===== src/rtl/core/egs_pkg.sv =====
// Shared types, widths and constants of the endpoint Gaussian similarity unit.
package egs_pkg;

    localparam int COORD_BITS_DEF = 16;
    localparam int PT_W           = 48;
    localparam int SIGMA_W        = 16;
    localparam logic [SIGMA_W-1:0] SIGMA_RESET = 16'd1024;
    localparam int DEN_W          = 33;
    localparam logic [DEN_W-1:0] DEN_RESET = 33'd2097152;
    localparam int Q_W            = 20;
    localparam int FRAC_W         = 16;
    localparam int X_W            = Q_W + FRAC_W;
    localparam int N_W            = 5;
    localparam int R_W            = 32;
    localparam logic [X_W-1:0] LN2_Q32 = 36'd2977044472;
    localparam int SUM_W          = 34;
    localparam logic [SUM_W-1:0] ONE_Q32 = 34'h1_0000_0000;
    localparam int TERMS          = 13;
    localparam int RECIP_W        = 36;
    localparam int RECIP_SHIFT    = 36;
    localparam int KERN_W         = 17;
    localparam int SIM_W          = 18;
    localparam logic [SIM_W-1:0] SIM_MAX = 18'd131072;
    localparam int PIPE_DEPTH     = 65;

    typedef struct packed {
        logic valid;
        logic kill;
    } egs_ctl_t;

    // ceil(2^36 / k): exact floor division of a 32-bit value by k
    function automatic logic [RECIP_W-1:0] recip_of(input int k);
        logic [RECIP_W-1:0] m;
        case (k)
            3:       m = 36'd22906492246;
            5:       m = 36'd13743895348;
            6:       m = 36'd11453246123;
            7:       m = 36'd9817068106;
            9:       m = 36'd7635497416;
            10:      m = 36'd6871947674;
            11:      m = 36'd6247225158;
            12:      m = 36'd5726623062;
            13:      m = 36'd5286113596;
            default: m = '0;
        endcase
        return m;
    endfunction

endpackage


===== src/rtl/core/egs_div.sv =====
// Scaling lane: D*2^16/den one quotient bit per stage, then split by ln2 into n and r.
module egs_div
    import egs_pkg::*;
#(
    parameter int COORD_BITS = COORD_BITS_DEF,
    localparam int DW = 2 * COORD_BITS + 3
)
(
    input  logic             clk,
    input  logic             rst_n,
    input  egs_ctl_t         ctl_in,
    input  logic [DW-1:0]    d_in,
    input  logic [DEN_W-1:0] den,
    output egs_ctl_t         ctl_out,
    output logic [N_W-1:0]   n_out,
    output logic [R_W-1:0]   r_out
);

    localparam int XW = (DW > DEN_W + 4) ? DW : DEN_W + 4;

    logic [XW-1:0]    d_wide;
    logic [XW-1:0]    d_limit;
    logic             under;

    egs_ctl_t         ctl_reg  [0:Q_W];
    logic [DEN_W-1:0] rem_reg  [0:Q_W-1];
    logic [Q_W-1:0]   feed_reg [0:Q_W-1];
    logic [Q_W-1:0]   quo_reg  [0:Q_W];

    egs_ctl_t         ctl_l_reg [1:N_W];
    logic [X_W-1:0]   xr_reg    [1:N_W];
    logic [N_W-1:0]   nq_reg    [1:N_W];
    logic [X_W-1:0]   x0;

    assign d_wide  = XW'(d_in);
    assign d_limit = XW'({den, 4'b0000});
    assign under   = d_wide >= d_limit;

    always_ff @(posedge clk or negedge rst_n)
    begin
        if (!rst_n)
            ctl_reg[0] <= '0;
        else
        begin
            ctl_reg[0].valid <= ctl_in.valid;
            ctl_reg[0].kill  <= ctl_in.kill | under;
        end
    end

    always_ff @(posedge clk)
    begin
        rem_reg[0]  <= d_wide[DEN_W+3:4];
        feed_reg[0] <= {d_wide[3:0], {(Q_W-4){1'b0}}};
        quo_reg[0]  <= '0;
    end

    for (genvar i = 1; i <= Q_W; i++)
    begin : g_div
        logic [DEN_W:0] trial;
        logic [DEN_W:0] diff;
        logic           ge;

        assign trial = {rem_reg[i-1], feed_reg[i-1][Q_W-1]};
        assign ge    = trial >= {1'b0, den};
        assign diff  = trial - {1'b0, den};

        always_ff @(posedge clk or negedge rst_n)
        begin
            if (!rst_n)
                ctl_reg[i] <= '0;
            else
                ctl_reg[i] <= ctl_reg[i-1];
        end

        always_ff @(posedge clk)
        begin
            quo_reg[i] <= {quo_reg[i-1][Q_W-2:0], ge};
        end

        if (i < Q_W)
        begin : g_keep
            always_ff @(posedge clk)
            begin
                rem_reg[i]  <= ge ? diff[DEN_W-1:0] : trial[DEN_W-1:0];
                feed_reg[i] <= {feed_reg[i-1][Q_W-2:0], 1'b0};
            end
        end
    end

    assign x0 = {quo_reg[Q_W], {FRAC_W{1'b0}}};

    for (genvar j = 1; j <= N_W; j++)
    begin : g_ln2
        localparam int B = N_W - j;
        localparam logic [X_W-1:0] CMP = LN2_Q32 << B;

        logic [X_W-1:0] xin;
        logic [N_W-1:0] nin;
        egs_ctl_t       cin;
        logic           ge;

        if (j == 1)
        begin : g_first
            assign xin = x0;
            assign nin = '0;
            assign cin = ctl_reg[Q_W];
        end
        else
        begin : g_next
            assign xin = xr_reg[j-1];
            assign nin = nq_reg[j-1];
            assign cin = ctl_l_reg[j-1];
        end

        assign ge = xin >= CMP;

        always_ff @(posedge clk or negedge rst_n)
        begin
            if (!rst_n)
                ctl_l_reg[j] <= '0;
            else
                ctl_l_reg[j] <= cin;
        end

        always_ff @(posedge clk)
        begin
            xr_reg[j] <= ge ? xin - CMP : xin;
            nq_reg[j] <= nin | (N_W'(ge) << B);
        end
    end

    assign ctl_out = ctl_l_reg[N_W];
    assign n_out   = nq_reg[N_W];
    assign r_out   = xr_reg[N_W][R_W-1:0];

endmodule


===== config.mk =====
export PLATFORM = sky130hd
export DESIGN_NAME = egs_div
export DESIGN_NICKNAME = d
export VERILOG_FILES = /design/src/rtl/core/egs_pkg.sv /design/src/rtl/core/egs_div.sv
export SDC_FILE = /design/constraint.sdc
export NUM_CORES = 2
export LEC_CHECK = 0
export BUFFER_PORTS_ARGS = -buffer_cell sky130_fd_sc_hd__buf_2
export CORE_ASPECT_RATIO = 0.8
export CORE_MARGIN = 2
export CORE_UTILIZATION = 50
export CTS_CLUSTER_DIAMETER = 50
export CTS_CLUSTER_SIZE = 14
export DETAILED_ROUTE_END_ITERATION = 8
export GPL_TIMING_DRIVEN = 0
export PLACE_DENSITY_LB_ADDON = 0.05
export SETUP_SLACK_MARGIN = 0.02
export SLEW_MARGIN = 20
export SYNTH_ARGS = -nofsm -noshare
export SYNTH_HDL_FRONTEND = slang
export SYNTH_SLANG_ARGS = --single-unit

===== constraint.sdc =====
create_clock -name clk -period 4.6 [get_ports clk]
set_input_delay 0.23 -clock clk [delete_from_list [all_inputs] [get_ports clk]]
set_output_delay 0.23 -clock clk [all_outputs]
set_load 0.05 [all_outputs]

* Yosys cells after proc, flatten, opt, wreduce, memory -nomap -nowiden
Memories as Yosys holds them, arrays and structs flattened.
Cells that the tools add are included.
** Storage, ports and cells
- Bits in registers :: 52
- Logic and storage cells :: 136
- Memories kept :: 5
- Output and inout bits :: 39
- Memory bits (writable) :: 1665
** Memories
- rem_reg :: words 20, width 33, rd ports 20, clocked after Yosys merged registers in 0, wr ports 20, RTL line egs_div.sv:26 : logic [DEN_W-1:0] rem_reg [0:Q_W-1];
- quo_reg :: words 21, width 20, rd ports 21, clocked after Yosys merged registers in 0, wr ports 21, RTL line egs_div.sv:28 : logic [Q_W-1:0] quo_reg [0:Q_W];
- feed_reg :: words 20, width 19, rd ports 20, clocked after Yosys merged registers in 0, wr ports 20, RTL line egs_div.sv:27 : logic [Q_W-1:0] feed_reg [0:Q_W-1];
- xr_reg :: words 5, width 36, rd ports 5, clocked after Yosys merged registers in 0, wr ports 5, RTL line egs_div.sv:31 : logic [X_W-1:0] xr_reg [1:N_W];
- nq_reg :: words 5, width 5, rd ports 5, clocked after Yosys merged registers in 0, wr ports 5, RTL line egs_div.sv:32 : logic [N_W-1:0] nq_reg [1:N_W];
** Operators by class
- $add $sub $neg :: 24
- Muxes and demuxes :: 24
- Order comparisons :: 26
- Bitwise logic cells :: 5
** Operator list (count)
- 34-bit by 33-bit greater-or-equal comparator with 1-bit output :: 20
- 33-bit two-way mux :: 19
- 33-bit subtractor :: 19
- 36-bit two-way mux :: 5
- 35-bit by 37-bit greater-or-equal comparator with 1-bit output :: 1
- 36-bit by 32-bit greater-or-equal comparator with 1-bit output (second input constant) :: 1
- 36-bit by 33-bit greater-or-equal comparator with 1-bit output (second input constant) :: 1
- 36-bit by 34-bit greater-or-equal comparator with 1-bit output (second input constant) :: 1
- 36-bit by 35-bit greater-or-equal comparator with 1-bit output (second input constant) :: 1
- 36-bit greater-or-equal comparator (second input constant) :: 1
- 36-bit by 32-bit subtractor with 36-bit output (second input constant) :: 1
- 36-bit by 33-bit subtractor with 36-bit output (second input constant) :: 1
- 36-bit by 34-bit subtractor with 36-bit output (second input constant) :: 1
- 36-bit by 35-bit subtractor with 36-bit output (second input constant) :: 1
- 36-bit subtractor (second input constant) :: 1
- 5-bit by 1-bit bitwise OR with 5-bit output :: 1
- 5-bit by 2-bit bitwise OR with 5-bit output :: 1
- 5-bit by 3-bit bitwise OR with 5-bit output :: 1
- 5-bit by 4-bit bitwise OR with 5-bit output :: 1
- 1-bit bitwise OR :: 1

* Longest topological paths before layout
An unclocked memory read counts as a cell.
- Word-level depth :: 3
- Depth in mapped cells :: 16
- Gate-level depth less buffers :: 14

* Worst setup path after synthesis
No wires, ideal clock.
- Path type :: input-to-reg
- Start point :: in den[1]
- End point :: mem rem_reg[2][12], in the netlist rem_reg[0][78]
- Stages :: 13
- Path slack :: 725 ps
- Path buffers :: 1
- Arrival :: 3754 ps
- Path through :: inv_1 fa_1 a21o_1 a311o_1 a21o_1 a2111oi_4 o31ai_2 a21oi_1 nand2_1 a211o_1 a41oi_2 buf_4 mux2_2
** RTL lines
- start: declaration :: RTL line egs_div.sv:13 : input logic [DEN_W-1:0] den,
- end: declaration :: RTL line egs_div.sv:26

==> metrics <==
Primary FF master, synth=dfxtp_1; GR Util All Layers=a little under a third; Setup CP Type=reg2reg; DR vias/cell=roughly 6; largest cells by area after synthesis=dfxtp_1 (32%), ha_1 (14%), a21oi_1 (5.5%); Tightest Pin Transition=~1.1 ns; highest achievable clock rate=around 230 MHz; Lkg Pwr=between 30 and 40 nW; pin count of the biggest net entering global routing=53; NetSw=29.0 mW; Longest Clk Path Bufs=3; clock root buffer master=clkbuf_16; clock sinks=1062; FF+latch count, synth=roughly 1.1k; pins over their slew limit=0; final hold vios=0; sequential power share=between 20% and 30%; initial antenna violation count=6; dominant cell type by area after synthesis=dfxtp_1; Final Cycle Share=96.1%; worst reg2reg path depth=14; Synth Area per Inst=just under 9 µm²; WL per Instance=about 22 µm; overall die height=between 300 and 400 µm; Final Core Density=a little under three fifths; Worst R2R End=rem_reg[3][48]$_DFF_P_; final setup vio count=0; number of synthesized flops with an enable pin=0; asr flop ratio synth=4.90%; post-synthesis cell type count=90; Post-DRT Antenna Nets=0; H-tree depth=3; GPL Wtd Cong=a little over 0.9; post-layout minimum cycle time=4.42 ns; Worst Skew=0.0238 ns; first-pass GRT wire length=~310000 µm; reg-to-reg startpoint=rem_reg[3][0]$_SDFF_PN0_; IO Pins=111; chip width=between 400 and 500 µm; dpl hpwl=~150000 µm; Arrival @ worst endpoint=~5 ns; NumNets Final=8340; CP Capture Type=register; relative slew slack=~25%; drc violations=0; post-synthesis cell count=roughly 7.3k; Worst Path Required=about 5.2 ns; CP Launch Type=register; clock power share=approximately 16%; Synth Cell Area=approximately 64000 µm²; combinational share of power=57.4%; vias after detailed routing=between 50k and 60k; number of global-route vias before repair=50.8k; max FFs per register=roughly 660; fillers=approximately 12k; total power=between 60 and 70 mW; type of the worst min-delay path=in2async; DRT iter0 DRCs=roughly 5.5k; DRT Pass-1 Iters=6; Int Pwr=between 30 and 40 mW; core area=127000 µm²; RSZ-0062 raised after global routing=false; post-synth top area share=31.7%; worst skew pair latency=about 0.76 ns; CTS tree=yes; Worst-path clk slew=about 0.070 ns; pwr dens=~900 nW/µm²; YS warnings=0; R2R Setup Slk=0.18 ns; Max Cap Viol=0; synthesis-to-finish area growth=12.3%; outcome=finished clean; initial core utilization=between 50% and 60%; Seq/Total Area, Yosys=33.8%; die area=about 130000 µm²; Rows=approximately 120; Sw Ratio=between 40% and 50%; layout cell share with drive strength beyond 1=under 10%; post-CTS setup buffer count=0; aggregate global routing overflow=0; CTS buffer count=121; IO buf count=~100; routed wire length=approximately 210000 µm; crit-path max FO=10; VDD IR-drop max=0.417 mV
==> logic make-up after synthesis <==
kind of cell,share of synthesized area [%]
AOI/OAI and AO/OA,22.7
muxes,4.21
adders and majority gates,14.2
DFF,33.8
other,0.00589
buffers and inverters,2.87
and+or+nand+nor,13.8
xor gates and xnor gates,8.34
==> worst max-delay path: stages, from the launching register on <==
cell and delay, ns:
dfxtp_1 0.42, inv_1 0.08, fa_1 0.40, nor2b_1 0.12, o21ai_0 0.10, a21boi_0 0.39
o221a_2 0.31, o2111ai_1 0.11, a41oi_1 0.41, o31a_1 0.34, nor2_1 0.13, or2_2 0.28
clkbuf_1 0.21, clkbuf_1 0.33, o21ai_0 0.62
==> through the flow <==
stage / cells / worst slack (ns) / setup TNS, ns / cell area, µm² / hold WS (ns)
detailed placement: 9060 / -1.22 / -347.99 / 67000 / 0.312
global placement: 9035 / -2.82 / -1357.23 / 66300 / 0.310
global route: 9309 / 0.0264 / 0 / 71600 / 0.0729
floorplan: 7265 / 0.725 / 0 / 63700 / -0.0656
finish: 9313 / 0.181 / 0 / 71600 / 0.0244
CTS: 9310 / 0.0291 / 0 / 71500 / 0.0483
==> cell usage in the layout, fill, tap and decap left out, types with 98 or more instances in the layout <==
cell type / Yosys / routed
xor2_1: 238 / 238
inv_1: 243 / 211
o21a_1: 98 / 98
nor2_1: 467 / 467
o21ai_0: 539 / 537
buf_2: 16 / 118
a21o_1: 360 / 360
nand4_1: 108 / 108
nor3_1: 99 / 99
mux2_2: 207 / 207
nand2_1: 623 / 623
clkbuf_16: 0 / 122
a21oi_1: 694 / 694
dfxtp_1: 1010 / 1010
clkbuf_1: 184 / 189
xnor2_1: 369 / 369
ha_1: 694 / 694
nand3_1: 127 / 127
==> Yosys cell counts (87+ instances only) <==
| cell | n |
|---|---|
| o21a_1 | 98 |
| nor3_1 | 99 |
| o21ai_0 | 539 |
| nor2b_1 | 89 |
| ha_1 | 694 |
| nor2_1 | 467 |
| a21oi_1 | 694 |
| nand3_1 | 127 |
| o21bai_1 | 87 |
| clkbuf_1 | 184 |
| dfxtp_1 | 1010 |
| a21o_1 | 360 |
| a31oi_1 | 89 |
| nand4_1 | 108 |
| xnor2_1 | 369 |
| nand2_1 | 623 |
| xor2_1 | 238 |
| inv_1 | 243 |
| mux2_2 | 207 |
==> worst max path at each step <==
stage	start	end	cells past startpoint
finish	rem_reg[3][0]$_SDFF_PN0_	rem_reg[3][48]$_DFF_P_	14
global route	rem_reg[1][33]$_SDFF_PN0_	rem_reg[1][91]$_DFF_P_	14
CTS	den[1]	rem_reg[1][3]$_DFF_P_	13
detailed placement	den[0]	rem_reg[4][113]$_DFF_P_	14
global placement	den[0]	rem_reg[4][113]$_DFF_P_	14
floorplan	den[1]	rem_reg[0][78]$_DFF_P_	13
==> power by group through the flow <==
stage / logic, mW / registers, mW / clock network, mW
after detailed placement: 35.1 / 17.0 / 0
after global routing: 39.8 / 17.4 / 10.4
after global placement: 34.8 / 17.1 / 0
after floorplan: 26.4 / 15.9 / 0
final: 36.3 / 17.1 / 9.87
after CTS: 35.5 / 16.9 / 10.1
==> cell type report <==
class                           count  area (µm²)  share of cell area (%)
Multi-Input combinational cell   5735       40400                    56.5
Clock inverter                     72         948                    1.33
Antenna cell                        4        10.0                  0.0140
Buffer                            222         916                    1.28
Clock buffer                      139        3180                    4.44
Sequential cell                  1062       21500                    30.1
Timing Repair Buffer              168        1500                    2.10
Inverter                          245         980                    1.37
Tap cell                         1666        2080                    2.91
==> routing by layer <==
layer	up-vias	part of all wire, %	global-route usage, %
met5	-	0	0
met4	0	3.1	9.17
met3	329	9.7	6.63
met2	2361	37	41.9
met1	26100	50	48.0
li1	26900	-	-
==> repair_timing <==
action | CTS | global route
hold buffers | 39 | 0
resized for setup | 5 | 16
endpoints found under the hold margin | 90 | 0
setup endpoints to repair | 161 | 153
No activity file was read; power rests on OpenSTA's default activity.
